### config.mk
export PLATFORM = sky130hd
export DESIGN_NAME = mtwg_front
export DESIGN_NICKNAME = d
export VERILOG_FILES = /design/src/hw/rtl/mtwg_pkg.sv /design/src/hw/rtl/mtwg_front.sv
export SDC_FILE = /design/constraint.sdc
export NUM_CORES = 1
export LEC_CHECK = 0
export ABC_AREA = 1
export BUFFER_PORTS_ARGS = -buffer_cell sky130_fd_sc_hd__buf_2
export CORE_AREA = 2 2 39 41
export DETAILED_ROUTE_END_ITERATION = 12
export DIE_AREA = 0 0 41 43
export GPL_ROUTABILITY_DRIVEN = 0
export HOLD_SLACK_MARGIN = 0.1
export RECOVER_POWER = 25
export SLEW_MARGIN = 40
export SYNTH_ARGS = -nofsm -noshare
export SYNTH_HDL_FRONTEND = slang
export SYNTH_SLANG_ARGS = --single-unit
### constraint.sdc
create_clock -name i_clk -period 2.4 [get_ports i_clk]
set_input_delay 0.12 -clock i_clk [delete_from_list [all_inputs] [get_ports i_clk]]
set_output_delay 0.12 -clock i_clk [all_outputs]
set_load 0.01 [all_outputs]
### src/hw/rtl/mtwg_pkg.sv
// Shared types, constants and word functions for the MT19937 word generator.
package mtwg_pkg;

    // Store geometry
    localparam int STATE_WORDS  = 624;
    localparam int TWIST_OFFSET = 397;
    localparam int IDX_W        = $clog2(STATE_WORDS);

    localparam logic [IDX_W-1:0] LAST_IDX   = IDX_W'(STATE_WORDS - 1);
    localparam logic [IDX_W-1:0] FULL_COUNT = IDX_W'(STATE_WORDS);
    localparam logic [IDX_W-1:0] FAR_WRAP   = IDX_W'(STATE_WORDS - TWIST_OFFSET);
    localparam logic [IDX_W-1:0] FAR_STEP   = IDX_W'(TWIST_OFFSET);

    // Word constants
    localparam logic [31:0] FILL_MULT    = 32'd1812433253;
    localparam logic [31:0] TWIST_MATRIX = 32'h9908b0df;
    localparam logic [31:0] TEMPER_B     = 32'h9d2c5680;
    localparam logic [31:0] TEMPER_C     = 32'hefc60000;
    localparam logic [31:0] RESET_SEED   = 32'd5489;

    // Configuration register indexes
    localparam int CFG_INDEX_W = 2;
    localparam logic [CFG_INDEX_W-1:0] CFG_SEED    = 2'd0;
    localparam logic [CFG_INDEX_W-1:0] CFG_VARIANT = 2'd1;

    // Queue depths
    localparam int REQ_DEPTH = 2;
    localparam int REQ_PTR_W = $clog2(REQ_DEPTH);
    localparam int REQ_CNT_W = $clog2(REQ_DEPTH + 1);
    localparam int OUT_DEPTH = 4;
    localparam int OUT_PTR_W = $clog2(OUT_DEPTH);
    localparam int OUT_CNT_W = $clog2(OUT_DEPTH + 1);

    // Pending request from the front queue
    typedef struct packed {
        logic valid;
        logic halve;
    } t_req;

    // Raw store word on its way to the output stage
    typedef struct packed {
        logic        valid;
        logic        halve;
        logic [31:0] word;
    } t_rd;

    // Configuration write as seen by the engine
    typedef struct packed {
        logic                   valid;
        logic [CFG_INDEX_W-1:0] index;
        logic [31:0]            data;
    } t_cfg_wr;

    // One twist step: far word, current word, next word
    function automatic logic [31:0] twist_word(input logic [31:0] far,
                                               input logic [31:0] cur,
                                               input logic [31:0] nxt,
                                               input logic        legacy);
        logic [31:0] mixed;
        logic        sel;
        begin
            mixed = {cur[31], nxt[30:0]};
            sel   = legacy ? cur[0] : nxt[0];
            return far ^ (mixed >> 1) ^ (sel ? TWIST_MATRIX : 32'd0);
        end
    endfunction

    // Output tempering
    function automatic logic [31:0] temper(input logic [31:0] w);
        logic [31:0] t;
        begin
            t = w ^ (w >> 11);
            t = t ^ ((t << 7) & TEMPER_B);
            t = t ^ ((t << 15) & TEMPER_C);
            t = t ^ (t >> 18);
            return t;
        end
    endfunction

endpackage

### src/hw/rtl/mtwg_front.sv
// Front request queue: accepts word requests and holds their halve flags.
module mtwg_front
    import mtwg_pkg::*;
(
    input  logic i_clk,
    input  logic i_rst_n,
    input  logic i_in_valid,
    output logic o_in_stall,
    input  logic i_halve,
    output t_req o_req,
    input  logic i_pop
);

    logic [REQ_DEPTH-1:0] r_flag;
    logic [REQ_PTR_W-1:0] r_wr_ptr, r_rd_ptr;
    logic [REQ_CNT_W-1:0] r_count;
    logic                 push;

    assign o_in_stall = (r_count == REQ_CNT_W'(REQ_DEPTH));
    assign push       = i_in_valid && !o_in_stall;
    assign o_req.valid = (r_count != '0);
    assign o_req.halve = r_flag[r_rd_ptr];

    // Store flag payload
    always_ff @(posedge i_clk) begin
        if (push) begin
            r_flag[r_wr_ptr] <= i_halve;
        end
    end

    // Advance pointers and count
    always_ff @(posedge i_clk) begin
        if (!i_rst_n) begin
            r_wr_ptr <= '0;
            r_rd_ptr <= '0;
            r_count  <= '0;
        end else begin
            if (push) begin
                r_wr_ptr <= (r_wr_ptr == REQ_PTR_W'(REQ_DEPTH - 1)) ? '0 : r_wr_ptr + 1'b1;
            end
            if (i_pop) begin
                r_rd_ptr <= (r_rd_ptr == REQ_PTR_W'(REQ_DEPTH - 1)) ? '0 : r_rd_ptr + 1'b1;
            end
            r_count <= r_count + REQ_CNT_W'(push) - REQ_CNT_W'(i_pop);
        end
    end

endmodule

==> results.md <==
- Crit path DAT: 1.59 ns
- Met1 GRT Util: 8.525%
- I/O Buffers: 7
- M3 GR Usage: 6.283%
- HP Start: i_rst_n
- Count of cell types in the netlist: 11
- Mapped Area: 289.0 sq um
- Final Hold Viols: 0
- Via density: 3.565
- DIE WIDTH: 41 um
- Combinational share of power: 24.9%
- Count of flip-flops with a built-in enable after synthesis: 2
- DR DRC count: 0
- Core ar.: 0.001384 sq mm
- Worst hold path class: primary input to flip-flop
- Flop pwr share: 43.9%
- Clock Pin Slew Worst Setup and Hold Paths: 0.05 ns
- Crit path kind: flip-flop to flip-flop
- DP Worst Slack: 0.9281 ns
- Io pins: 8
- Row count: 14
- Ys flop type: dfxtp_1
- Relative slew slack: 91.48%
- Power, Total: 291.8 uW
- Initial antenna violation count: 0
- Psw: 84.44 uW
- Skew-Pair Late Insertion Delay: 0.24 ns
- Post-synthesis async set-or-reset flop share: 0%
- HPWL after DPL: 409.7 um
- Net count after synthesis: 42
- Setup bufs post-CTS: 0
- Fin area: 375.4 sq um
- Worst-path maximum fanout: 4
- Clock Skew: 0.003483 ns
- Final count of negative-setup-slack endpoints: 0
- Total CTS buffers: 3
- Starting Density: 20.89%
- CTS tree: yes
- Total Neg Setup Slack: 0 ns
- Final Util: 27.12%
- Final Critical Period: 1.460 ns
- Worst slew pin tran: 0.1277 ns
- Clock power frac: 31.2%
- Critical path data required time: 2.53 ns
- Register area share after synthesis: 48.48%
- Unrepaired setup endpoints after global routing: no
- Syn Inst Count: 35
- Global-route wire length before repair: 807 um
- Aggregate global routing overflow: 0
- Post-CTS Hold Fix Bufs: 1
- Pwr dens: 777.3 mW/mm^2
- # fillers: 138
- PostCTS Resize Cnt: 0
- Synth top cells by count: nand2_1 (8), inv_1 (7), nor2_1 (5), dfxtp_1 (4)
- WL/cell: 8.129 um
- Final period utilization: 60.82%
- Maxcap violations: 0
- Slew Limit Fails: 0
- Final Routed Wirelength: 504 um
- Htree depth: 1
- Pin count of the biggest net entering global routing: 5
- Nets: 55
- Die Y: 43 um
- Leak Pwr: 0.2002 nW
- Longest Clk Path Bufs: 2
- Sw frac: 28.94%
- Root buffer cell: clkbuf_4
- P&R area growth vs syn: 29.87%
- Met2 usage: 10.00%
- Final setup margin: 0.9404 ns
- Most frequent cell after synthesis: nand2_1
- Largest cells by area after synthesis: dfxtp_1 (28%), edfxtp_1 (21%), nand2_1 (10%)
- Share of cells above drive strength 1: 28.26%
- P_int: 207.3 uW
- Ys Warns: 0
- Fmax: 685.1 MHz
- All-layer global routing usage: 7.677%
- Maximum vdd ir drop: 0.4404 mV
- Number of diodes: 0
- Routed vias: 221
- Crit path from: r_count[0]
- Initial DRC Count: 1
- Placed Cells: 58
- Crit. End Element: flip-flop
- Antenna-violating nets left: 0
- Synthesized area per cell: 8.258 sq um
- Hold WS: 0.1267 ns
- Non-filler cells, final: 62
- Area leader, netlist: dfxtp_1
- Status: complete, no violations
- Post-DP Area: 344.1 sq um
- Busiest layer in global routing: met2
- Synth top area share: 27.71%
- Crit path launch type: flip-flop
- Die area: 0.001763 sq mm
- Flops & latches, synth: 6
- R2R Path Start: r_count[0]
- CTS sink count: 6
- First drt pass iteration count: 2
- Vias in the first global route: 208
## path summary, 6_finish.rpt
path                end  slack [ns]  cells after the start
max          r_count[1]        0.94                     10
min          r_count[0]        0.13                      3
max reg2reg  r_count[1]        0.94                     10
min reg2reg    r_rd_ptr        0.51                      2
## sequential cells by signal, summed over array words and instances (netlist names)
signal and flops:
r_count 2, r_flag 2, r_rd_ptr 1, r_wr_ptr 1
## worst max-delay path, stage by stage, from the launching register on
cell and delay [ns]:
dfxtp_1 0.32, inv_1 0.06, nand2_2 0.09, nand2_1 0.09, ha_1 0.28, inv_1 0.04, ha_1 0.18, inv_1 0.07
nand2_2 0.06, a21oi_1 0.12, nor2_1 0.05
## cell families after synthesis
family | after synthesis | synth area share, %
and+or+nand+nor | 17 | 26.41
DFF | 6 | 48.49
muxes | 1 | 3.896
adders and majority gates | 2 | 8.657
buffers and inverters | 7 | 9.093
AOI/OAI and AO/OA | 2 | 3.463
## routing by layer
metal  wire length, um  vias to the layer above  part of all wire (%)
met4                 7                        0                   1.4
met2               245                        4                    49
met1               246                       83                    49
met5                 0                        -                     0
li1                  -                      132                     -
met3                 5                        2                  0.99
## power by group through the flow
| stage | clock [mW] | sequential (mW) | combinational (mW) |
|---|---|---|---|
| after floorplan | 0 | 0.128 | 0.0508 |
| after global placement | 0 | 0.130 | 0.0706 |
| after global routing | 0.103 | 0.129 | 0.0846 |
| after CTS | 0.0959 | 0.128 | 0.0746 |
| after detailed placement | 0 | 0.130 | 0.0732 |
| final | 0.0910 | 0.128 | 0.0726 |
## layout by cell type (no fill, tap or decap)
cell type      Yosys  routed
edfxtp_1           2       2
nor2_1             5       5
clkbuf_4           0       3
nand3_2            1       1
clkbuf_1           0       1
dfxtp_1            4       4
inv_1              7       7
dlygate4sd3_1      0       1
nand3_1            1       1
nand2_1            8       8
a21oi_1            2       2
buf_2              0       6
ha_1               2       2
nand2_2            2       2
mux2_2             1       1
## layout make-up
type	count	area [sq um]	share of cell area, %
tap	16	20.02	5.333
clock buffer	3	22.52	6.000
sequential	6	140.1	37.33
inverter	7	26.28	7.000
timing repair buffer	8	43.79	11.67
multi-input combinational	22	122.6	32.67
(Power assumes the default switching activity.)
