[src/hw/rtl/mtwg_pkg.sv]
// Shared types, constants and word functions for the MT19937 word generator.
package mtwg_pkg;

    // Store geometry
    localparam int STATE_WORDS  = 624;
    localparam int TWIST_OFFSET = 397;
    localparam int IDX_W        = $clog2(STATE_WORDS);

    localparam logic [IDX_W-1:0] LAST_IDX   = IDX_W'(STATE_WORDS - 1);
    localparam logic [IDX_W-1:0] FULL_COUNT = IDX_W'(STATE_WORDS);
    localparam logic [IDX_W-1:0] FAR_WRAP   = IDX_W'(STATE_WORDS - TWIST_OFFSET);
    localparam logic [IDX_W-1:0] FAR_STEP   = IDX_W'(TWIST_OFFSET);

    // Word constants
    localparam logic [31:0] FILL_MULT    = 32'd1812433253;
    localparam logic [31:0] TWIST_MATRIX = 32'h9908b0df;
    localparam logic [31:0] TEMPER_B     = 32'h9d2c5680;
    localparam logic [31:0] TEMPER_C     = 32'hefc60000;
    localparam logic [31:0] RESET_SEED   = 32'd5489;

    // Configuration register indexes
    localparam int CFG_INDEX_W = 2;
    localparam logic [CFG_INDEX_W-1:0] CFG_SEED    = 2'd0;
    localparam logic [CFG_INDEX_W-1:0] CFG_VARIANT = 2'd1;

    // Queue depths
    localparam int REQ_DEPTH = 2;
    localparam int REQ_PTR_W = $clog2(REQ_DEPTH);
    localparam int REQ_CNT_W = $clog2(REQ_DEPTH + 1);
    localparam int OUT_DEPTH = 4;
    localparam int OUT_PTR_W = $clog2(OUT_DEPTH);
    localparam int OUT_CNT_W = $clog2(OUT_DEPTH + 1);

    // Pending request from the front queue
    typedef struct packed {
        logic valid;
        logic halve;
    } t_req;

    // Raw store word on its way to the output stage
    typedef struct packed {
        logic        valid;
        logic        halve;
        logic [31:0] word;
    } t_rd;

    // Configuration write as seen by the engine
    typedef struct packed {
        logic                   valid;
        logic [CFG_INDEX_W-1:0] index;
        logic [31:0]            data;
    } t_cfg_wr;

    // One twist step: far word, current word, next word
    function automatic logic [31:0] twist_word(input logic [31:0] far,
                                               input logic [31:0] cur,
                                               input logic [31:0] nxt,
                                               input logic        legacy);
        logic [31:0] mixed;
        logic        sel;
        begin
            mixed = {cur[31], nxt[30:0]};
            sel   = legacy ? cur[0] : nxt[0];
            return far ^ (mixed >> 1) ^ (sel ? TWIST_MATRIX : 32'd0);
        end
    endfunction

    // Output tempering
    function automatic logic [31:0] temper(input logic [31:0] w);
        logic [31:0] t;
        begin
            t = w ^ (w >> 11);
            t = t ^ ((t << 7) & TEMPER_B);
            t = t ^ ((t << 15) & TEMPER_C);
            t = t ^ (t >> 18);
            return t;
        end
    endfunction

endpackage

[src/hw/rtl/mtwg_out.sv]
// Output stage: tempers store words and buffers them for the consumer.
module mtwg_out
    import mtwg_pkg::*;
(
    input  logic                 i_clk,
    input  logic                 i_rst_n,
    input  t_rd                  i_rd,
    output logic [OUT_CNT_W-1:0] o_free,
    output logic                 o_out_valid,
    input  logic                 i_out_stall,
    output logic [31:0]          o_random_word
);

    logic [31:0]          r_buf [OUT_DEPTH];
    logic [OUT_PTR_W-1:0] r_wr_ptr, r_rd_ptr;
    logic [OUT_CNT_W-1:0] r_count;
    logic [31:0]          tempered, result;
    logic                 pop;

    // Temper, then drop the low bit when halving
    always_comb begin
        tempered = temper(i_rd.word);
        result   = i_rd.halve ? (tempered >> 1) : tempered;
    end

    assign o_free        = OUT_CNT_W'(OUT_DEPTH) - r_count;
    assign o_out_valid   = (r_count != '0);
    assign pop           = o_out_valid && !i_out_stall;
    assign o_random_word = r_buf[r_rd_ptr];

    // Store result words
    always_ff @(posedge i_clk) begin
        if (i_rd.valid) begin
            r_buf[r_wr_ptr] <= result;
        end
    end

    // Advance pointers and count
    always_ff @(posedge i_clk) begin
        if (!i_rst_n) begin
            r_wr_ptr <= '0;
            r_rd_ptr <= '0;
            r_count  <= '0;
        end else begin
            if (i_rd.valid) begin
                r_wr_ptr <= r_wr_ptr + 1'b1;
            end
            if (pop) begin
                r_rd_ptr <= r_rd_ptr + 1'b1;
            end
            r_count <= r_count + OUT_CNT_W'(i_rd.valid) - OUT_CNT_W'(pop);
        end
    end

endmodule

[config.mk]
export PLATFORM = sky130hd
export DESIGN_NAME = mtwg_out
export DESIGN_NICKNAME = d
export VERILOG_FILES = /design/src/hw/rtl/mtwg_pkg.sv /design/src/hw/rtl/mtwg_out.sv
export SDC_FILE = /design/constraint.sdc
export NUM_CORES = 1
export LEC_CHECK = 0
export ABC_AREA = 1
export ABC_CLOCK_PERIOD_IN_PS = 2400
export BUFFER_PORTS_ARGS = -buffer_cell sky130_fd_sc_hd__buf_2
export CORE_MARGIN = 2
export CORE_UTILIZATION = 59
export DETAILED_ROUTE_END_ITERATION = 8
export GPL_TIMING_DRIVEN = 0
export PLACE_DENSITY = 0.81
export SLEW_MARGIN = 10
export SYNTH_ARGS = -nofsm -noshare
export SYNTH_HDL_FRONTEND = slang
export SYNTH_SLANG_ARGS = --single-unit
[constraint.sdc]
create_clock -name i_clk -period 2.4 [get_ports i_clk]
set_input_delay 0.48 -clock i_clk [delete_from_list [all_inputs] [get_ports i_clk]]
set_output_delay 0.48 -clock i_clk [all_outputs]
set_load 0.05 [all_outputs]
==> metrics.txt, run 1 <==
status completed; Post-synth EDFFs between 100 and 150; Hold/Removal Path Class input port to flop; r2r setup slk around 190 ps; Nets approximately 810; clk root buf clkbuf_8; core area ~11,000 µm²; Pwr Density ~1100 nW/µm²; share of layout cells above drive strength 1 between 10% and 20%; Mapped Nets slightly above 700; Finish-stage setup viols 0; final hold vios 0; top cells by area, synth edfxtp_1 59%, nand2_1 11%, o21ai_0 5.6%; drt pass-1 iters 5; min Tclk post-route 2350 ps; ys flop type edfxtp_1; Tcrit/Tclk final 97.8%; Die H 109 µm; largest area contributor in the netlist edfxtp_1; DIE AREA between 10,000 and 15,000 µm²; via count of the routed design roughly 5,300; Initial Utilization about three fifths; I/O pin total 73; Placed Instances 882; pin count of the biggest net entering global routing 33; critical path type flop to output pin; Worst Path Required 1920 ps; post-DP HPWL between 10,000 and 15,000 µm; drt initial violations 480; I/O Buffers just over 70; Fmax 426 MHz; gpl congestion 0.909; clk sinks between 100 and 150; area delta synth->final 20.7%; wire per inst 18.4 µm; GRT Resource Usage Total between 20 and 30%; kind of end point of the critical path output pin; Clock power frac between 30% and 40%; Worst Path Arrival around 1900 ps; Die X 109 µm; Fin Setup TNS 0 ps; yosys warns 0; sequential element share of the synthesized area 61.5%; MaxCap Viol Count 0; Rows 38; Synth Instances 671; antenna cells 0; GRT Residual Overflow 0; residual DRC count 0; worst clock skew about 6.7 ps; Final WS setup between 50 and 60 ps; startpoint types flop; Hold-fix buffers, CTS 0; Syn Std Cell Area 6540 µm²; Async SR Flop Fraction 0%; Syn Area/Cell slightly below 10 µm²; Comb pwr share approximately a third; Max VDD drop a little under 900 µV; internal power around 0.0055 W; Leakage roughly 3.3 nW; H-tree depth 4; Sw Pwr approximately 0.0031 W; TritonCTS clock tree yes; CTS clk-pin slew, worst paths 60 ps; top cell type's share of synthesized area about 59%; initial antenna violation count 0; Skew-Pair Late Insertion Delay 530 ps; Routed Antenna Nets 0; distinct cell type count after synthesis 25; routed wire length 16,800 µm; critical-path maximum fanout 10; vias per inst between 5 and 6; worst slew pin tran about 860 ps; maximum root-to-sink buffer count 2; Slew HR about 43%; Layout Cells excl Fill around 910; CTS buffer count 17; vias in the first global route between 5,000 and 6,000; Yosys reg bits around 140; Flop pwr share around a third; pre-CTS setup slack 146 ps; first-pass GRT wire length between 20,000 and 30,000 µm; Max Slew Vio Count 0; Sw Share 36.1%
==> worst max-delay path, cell delays in order, from the launching register on <==
cell	delay [ps]
dfxtp_2	340
buf_6	150
inv_6	110
clkbuf_8	180
nor2_1	50
o22ai_1	240
buf_4	250
==> cells in the mapped netlist (9+ instances only) <==
library cell	count
clkbuf_1	17
dfxtp_1	9
edfxtp_1	128
inv_1	42
nand2_1	187
nand3_1	36
nor2_1	72
o21ai_0	73
o21ai_1	9
o22ai_1	32
xnor2_1	13
==> power groups by stage <==
stage / Combinational (W) / Sequential (W) / Clock [W]
2_1_floorplan: 0.00192 / 0.00293 / 0
3_3_place_gp: 0.00251 / 0.00294 / 0
3_5_place_dp: 0.00257 / 0.00295 / 0
4_1_cts: 0.00275 / 0.00290 / 0.00297
5_1_grt: 0.00300 / 0.00292 / 0.00306
6_report: 0.00280 / 0.00291 / 0.00297
==> metrics by stage <==
stage / total power [W] / utilization [%] / hold WS, ps / cell area, µm²
final: 0.00868 / 72.8 / 225 / 7890
after global routing: 0.00898 / 72.8 / 226 / 7890
after CTS: 0.00863 / 72.6 / 198 / 7870
after detailed placement: 0.00552 / 65.2 / 497 / 7070
after global placement: 0.00545 / 65.2 / 477 / 7070
after floorplan: 0.00485 / - / 467 / 6540
==> worst paths after layout <==
kind / end / depth (start not counted) / from
setup / recovery: o_random_word[31] / 6 / flop
hold / removal: r_count[1] / 3 / i_rst_n
setup reg to reg: r_count[2] / 10 / r_count[1]
hold reg to reg: flop / 2 / r_rd_ptr[0]
==> state kept, by name (all words and copies together) (netlist names), named ones only <==
signal    cells
r_buf       128
r_count       3
r_rd_ptr      2
r_wr_ptr      2
==> layout make-up <==
type	instances	area, µm²
fillers	737	2950
repair buffers	71	403
well taps	140	175
clock buffers	18	428
clock inverters	14	243
inverters	49	189
flip-flops and latches	137	4030
plain buffers	27	209
multi-input cells	458	2220
==> layer usage <==
| metal | wire, µm | GRT usage [%] | vias up | part of all wire [%] |
|---|---|---|---|---|
| li1 | - | - | 2469 | - |
| met1 | 6800 | 37.0 | 2514 | 40 |
| met2 | 8390 | 48.7 | 298 | 50 |
| met3 | 1220 | 5.98 | 38 | 7.2 |
| met4 | 408 | 16.0 | 0 | 2.4 |
| met5 | 0 | 0 | - | 0 |
==> logic make-up (layout without fill, tap and decap cells) <==
kind of cell / after synthesis / in the layout / share of synthesized area [%]
AND/OR/NAND/NOR: 307 / 307 / 18.9
flip-flops: 137 / 137 / 61.5
AO/OA/AOI/OAI: 119 / 119 / 9.76
buffers and inverters: 76 / 179 / 4.63
XOR/XNOR: 23 / 23 / 3.31
adder cells (fa/ha/maj): 9 / 9 / 1.84
==> layout by cell type (no fill, tap or decap), drive strengths merged <==
cell      netlist  final
a21oi           3      3
a31oi           2      2
buf             9     84
bufinv          0      6
clkbuf         18     32
clkinv          0      2
clkinvlp        0      3
dfxtp           9      9
edfxtp        128    128
fa              1      1
ha              8      8
inv            49     52
nand2         194    194
nand3          36     36
nand3b          4      4
nor2           72     72
o21ai          82     82
o22ai          32     32
or2             1      1
xnor2          13     13
xor2           10     10
==> what timing repair did <==
action / in CTS / in global routing
setup endpoints to repair: 32 / 32
buffers inserted: 0 / 0
gates resized for setup: 52 / 17
pin swaps: 0 / 1
No activity file was read; power rests on OpenSTA's default activity.
==> inputs of run 2 (changes only) <==
--- a/config.mk
+++ b/config.mk
@@ -5,11 +5,10 @@
 export SDC_FILE = /design/constraint.sdc
 export NUM_CORES = 1
 export LEC_CHECK = 0
-export ABC_AREA = 1
 export ABC_CLOCK_PERIOD_IN_PS = 2400
 export BUFFER_PORTS_ARGS = -buffer_cell sky130_fd_sc_hd__buf_2
 export CORE_MARGIN = 2
-export CORE_UTILIZATION = 59
+export CORE_UTILIZATION = 58
 export DETAILED_ROUTE_END_ITERATION = 8
 export GPL_TIMING_DRIVEN = 0
 export PLACE_DENSITY = 0.81
==> metrics.txt, run 2 <==
status completed; gpl congestion between 0.8 and 0.9; commonest cells after routing, fill and taps aside 128 x edfxtp_1, 67 x buf_2, 35 x xnor2_1; Syn Std Cell Area 6090 µm²; TritonCTS clock tree yes; Fin Setup TNS 0 ps; fill count 657; Nets roughly 470; area delta synth->final 21.0%; Leakage roughly 2.7 nW; Hold/Removal Path Class input port to flop; Syn Area/Cell about 18 µm²; Hold Path Stages 2; largest area contributor in the netlist edfxtp_1; final hold vios 0; Slew HR 59.9%; initial antenna violation count 0; Mapped Nets 376; R2R Path End r_count[2]; yosys warns 0; Finish-stage setup viols 0; count leader, synth edfxtp_1; hold path start i_rst_n; Die H ~110 µm; unrepaired setup endpoints after global routing no; ys flop type edfxtp_1; Min Hold Slack ~270 ps; Tcrit/Tclk final a little over nine tenths; critical path type flop to output pin; worst slew pin tran approximately 600 ps; H-tree depth 4; CTS buffer count 17; min Tclk post-route between 2000 and 2500 ps; core area 10,300 µm²; kind of end point of the critical path output pin; residual DRC count 0; Pwr Density approximately 1200 nW/µm²; biggest regs r_buf x128, r_count x3; clk root buf clkbuf_8; Routed Antenna Nets 0; r2r setup slk 190 ps; max reg flops roughly 130; Die X ~110 µm; antenna cells 0; top cell type's share of synthesized area between 60 and 70%; CTS clk-pin slew, worst paths roughly 60 ps; Async SR Flop Fraction 0%; commonest non-fill, non-tap cell in the layout edfxtp_1; GRT Resource Usage Total around a quarter; Max Slew Vio Count 0; maximum root-to-sink buffer count 2; I/O pin total 73; Post-synth EDFFs 128; drt initial violations around 190; Synth Instances 330; Skew-Pair Late Insertion Delay around 510 ps; Initial Utilization about three fifths; startpoint types flop; first-pass GRT wire length 18,900 µm; Hold EP r_count[1]; routed wire length 12,100 µm; wire per inst approximately 21 µm; sequential element share of the synthesized area between 60% and 70%; RR Startpoint r_count[1]; Commonest cells post-synth 128 x edfxtp_1, 35 x xnor2_1, 32 x mux4_2; Biggest register r_buf; Area after DPL ~6700 µm²; Worst Reg2Reg Path Length in Cells 10; Max VDD drop about 630 µV; total power about 0.0085 W; Worst Path Arrival around 1900 ps; post-route cell area 7370 µm²; drt pass-1 iters 4; vias per inst around 5.7; vias in the first global route about 3,500; pin count of the biggest net entering global routing 28; critical-path maximum fanout 10; Fmax approximately 430 MHz; Worst Path Required 1920 ps; GRT Residual Overflow 0; MaxCap Viol Count 0; post-DP HPWL ~8000 µm; worst clock skew about 11 ps; share of layout cells above drive strength 1 36.5%; Rows 37; Yosys reg bits 137; clk sinks about 140; top cells by area, synth edfxtp_1 63%, mux4_2 12%, xnor2_1 5.0%; DIE AREA 11,300 µm²; via count of the routed design about 3,200; distinct cell type count after synthesis 28; I/O Buffers 69
==> run 2: changes by cell type in the layout (fill, tap and decap cells not counted), sizes merged, moves of 11 or more <==
cell	before	now
o21ai	82	5
nand2	194	6
inv	52	13
and2	0	11
nor2	72	14
xnor2	13	39
mux2i	0	16
nand3	36	0
mux4	0	32
o22ai	32	0
==> run 2: layout make-up <==
class,count,area [µm²],area share [%]
flip-flops and latches,137,4030,54.7
multi-input cells,168,1960,26.6
repair buffers,75,458,6.22
clock buffers,18,418,5.67
clock inverters,14,173,2.34
well taps,136,170,2.31
plain buffers,14,120,1.63
inverters,10,37.5,0.510
==> run 2: worst max-delay path by stage <==
stage               startpoint           endpoint  slack (ps)  cells after the start
floorplan           r_count[1]         r_count[1]         370                      9
global placement      i_rd[33]        r_buf[0][4]          30                      2
detailed placement        flop   o_random_word[1]         130                      4
CTS                       flop   o_random_word[6]         0.9                      3
global route              flop  o_random_word[20]           6                      3
finish                    flop  o_random_word[26]          70                      3
==> run 2: metrics by stage <==
step           setup slack [ps]  instances  util, %
5_1_grt                    5.93        572     71.7
3_5_place_dp                126        539     65.1
4_1_cts                   0.930        570     71.3
2_1_floorplan               369        330        -
3_3_place_gp               28.1        535     64.2
6_report                   68.8        572     71.7
==> run 2: per-layer routing <==
metal  global-route usage (%)  part of all wire (%)  vias up
met1                     28.5                    40     1675
li1                         -                     -     1445
met3                     4.66                   4.7       20
met4                     9.83                   2.4        0
met2                     41.2                    53      103
met5                        0                     0        -
==> run 2: cells by family after synthesis <==
logic type               Yosys count  synth area share (%)
buffers and inverters             25                  1.73
adder cells (fa/ha/maj)            9                  1.97
AO/OA/AOI/OAI                     14                  1.15
flip-flops                       137                  66.1
XOR/XNOR                          64                  11.9
multiplexers                      49                  14.7
AND/OR/NAND/NOR                   32                  2.47
==> run 2: critical path, stage by stage, from the launching register on <==
cell	delay, ps
dfxtp_4	420
buf_12	160
mux4_2	520
buf_2	230
==> run 2: report_power, final <==
group	switching, W	leakage, nW	total, W	internal [W]
Combinational	0.00185	1.17	0.00286	0.00101
Sequential	0.0000903	1.25	0.00307	0.00298
Clock	0.000988	0.277	0.00258	0.00159
Total	0.00293	2.69	0.00851	0.00558
==> run 2: what timing repair did <==
action,4_1_cts,5_1_grt
pin swaps,0,0
gates resized for setup,16,11
buffers inserted,0,2
endpoints found under the setup margin,30,30
hold buffers,0,0
==> inputs of run 3 (changes only) <==
--- a/config.mk
+++ b/config.mk
@@ -11,6 +11,7 @@
 export CORE_UTILIZATION = 58
 export DETAILED_ROUTE_END_ITERATION = 8
 export GPL_TIMING_DRIVEN = 0
+export MAX_ROUTING_LAYER = met4
 export PLACE_DENSITY = 0.81
 export SLEW_MARGIN = 10
 export SYNTH_ARGS = -nofsm -noshare
==> metrics.txt, run 3 (synthesis results as in run 2) <==
CTS buffer count 17; wire per inst 21.2 µm; vias per inst 5.66; maximum root-to-sink buffer count 2; Final WS setup 64.4 ps; pre-CTS setup slack about 130 ps; Slew HR between 60 and 70%; r2r setup slk between 150 and 200 ps; Area after DPL between 6000 and 7000 µm²; Max VDD drop about 630 µV; worst slew pin tran 523 ps; Die H 106 µm; TritonCTS clock tree yes; vias in the first global route approximately 3,500; gpl congestion roughly 0.83; residual DRC count 0; startpoint types flop; DIE AREA roughly 11,000 µm²; max reg flops between 100 and 150; crit-path cells buf_12 -> mux4_2 -> buf_2; I/O pin total 73; kind of end point of the critical path output pin; I/O Buffers 69; R2R Path End r_count[2]; status completed; pin count of the biggest net entering global routing 28; Fin Setup TNS 0 ps; Hold/Removal Path Class input port to flop; Worst Path Arrival roughly 1900 ps; core area 10,300 µm²; share of layout cells above drive strength 1 between 30% and 40%; Die X 106 µm; first-pass GRT wire length roughly 19,000 µm; clk root buf clkbuf_8; slowest cell on the critical path mux4_2; Pwr Density 1150 nW/µm²; min Tclk post-route about 2300 ps; Biggest register r_buf; Leakage ~2.7 nW; initial antenna violation count 0; Routed Antenna Nets 0; H-tree depth 4; area delta synth->final 21.0%; fill count ~660; post-route cell area ~7400 µm²; commonest cells after routing, fill and taps aside 128 x edfxtp_1, 67 x buf_2, 35 x xnor2_1; Skew-Pair Late Insertion Delay approximately 510 ps; Worst Path Required approximately 1900 ps; worst clock skew 9.58 ps; final hold vios 0; Fmax roughly 430 MHz; routed wire length between 10,000 and 15,000 µm; Rows 37; GRT Resource Usage Total roughly a quarter; Nets 469; Critical Path End o_random_word[7]; drt pass-1 iters 4; GRT Residual Overflow 0; RR Startpoint r_count[1]; clk sinks roughly 140; biggest regs r_buf x128, r_count x3; Max Slew Vio Count 0; drt initial violations between 150 and 200; Initial Utilization about three fifths; Hold-fix buffers, CTS 0; critical path type flop to output pin; Finish-stage setup viols 0; antenna cells 0; commonest non-fill, non-tap cell in the layout edfxtp_1; via count of the routed design about 3,200; CTS clk-pin slew, worst paths around 60 ps; MaxCap Viol Count 0; Worst Reg2Reg Path Length in Cells 10; unrepaired setup endpoints after global routing no; Tcrit/Tclk final a little over nine tenths; CP max stage delay around 520 ps; post-DP HPWL around 8000 µm; critical-path maximum fanout 10
run 3: cell counts in the layout (fill, tap and decap cells not counted):
No cell type changed its count.
run 3: power by group:
| part | leakage [nW] | switching (W) | internal, W | total, W |
|---|---|---|---|---|
| registers | 1.25 | 0.0000908 | 0.00298 | 0.00307 |
| clock network | 0.277 | 0.000982 | 0.00159 | 0.00257 |
| logic | 1.17 | 0.00185 | 0.00101 | 0.00286 |
run 3: area by class of cell:
type / count / area [µm²] / area share (%)
Sequential cell: 137 / 4030 / 54.7
Multi-Input combinational cell: 168 / 1960 / 26.6
Timing Repair Buffer: 75 / 458 / 6.22
Clock buffer: 18 / 418 / 5.67
Clock inverter: 14 / 173 / 2.34
Tap cell: 136 / 170 / 2.31
Buffer: 14 / 120 / 1.63
Inverter: 10 / 37.5 / 0.510
run 3: worst max-delay path, delay by kind of cell, from the launching register on:
kind | cells | cell delay [ps]
muxes | 1 | 520
buffers and inverters | 2 | 400
DFF | 1 | 420
run 3: metal layers:
metal	track usage [%]	vias up	wire length [µm]
met5	-	-	0
met4	9.83	0	272
met3	4.72	18	600
met2	41.1	106	6510
met1	28.6	1676	4770
li1	-	1440	-
run 3: worst min-delay path by stage:
stage	depth (start not counted)	start	slack [ps]	endpoint
after floorplan	2	r_wr_ptr[1]	530	r_wr_ptr[1]
final	2	i_rst_n	270	r_count[1]
after detailed placement	2	r_wr_ptr[1]	560	r_wr_ptr[1]
after global placement	2	r_wr_ptr[1]	550	r_wr_ptr[1]
after CTS	2	i_rst_n	250	flop
after global routing	2	i_rst_n	270	r_count[0]
run 3: repair_timing:
| action | 4_1_cts | 5_1_grt |
|---|---|---|
| buffers inserted | 0 | 2 |
| setup endpoints to repair | 30 | 30 |
| resized for setup | 16 | 11 |
run 3: stage by stage:
step / total power (W) / utilization [%] / instances / hold WS, ps
floorplan: 0.00525 / - / 330 / 528
global placement: 0.00578 / 64.2 / 535 / 549
detailed placement: 0.00587 / 65.1 / 539 / 557
CTS: 0.00852 / 71.3 / 570 / 247
global route: 0.00883 / 71.7 / 572 / 275
finish: 0.00850 / 71.7 / 572 / 265
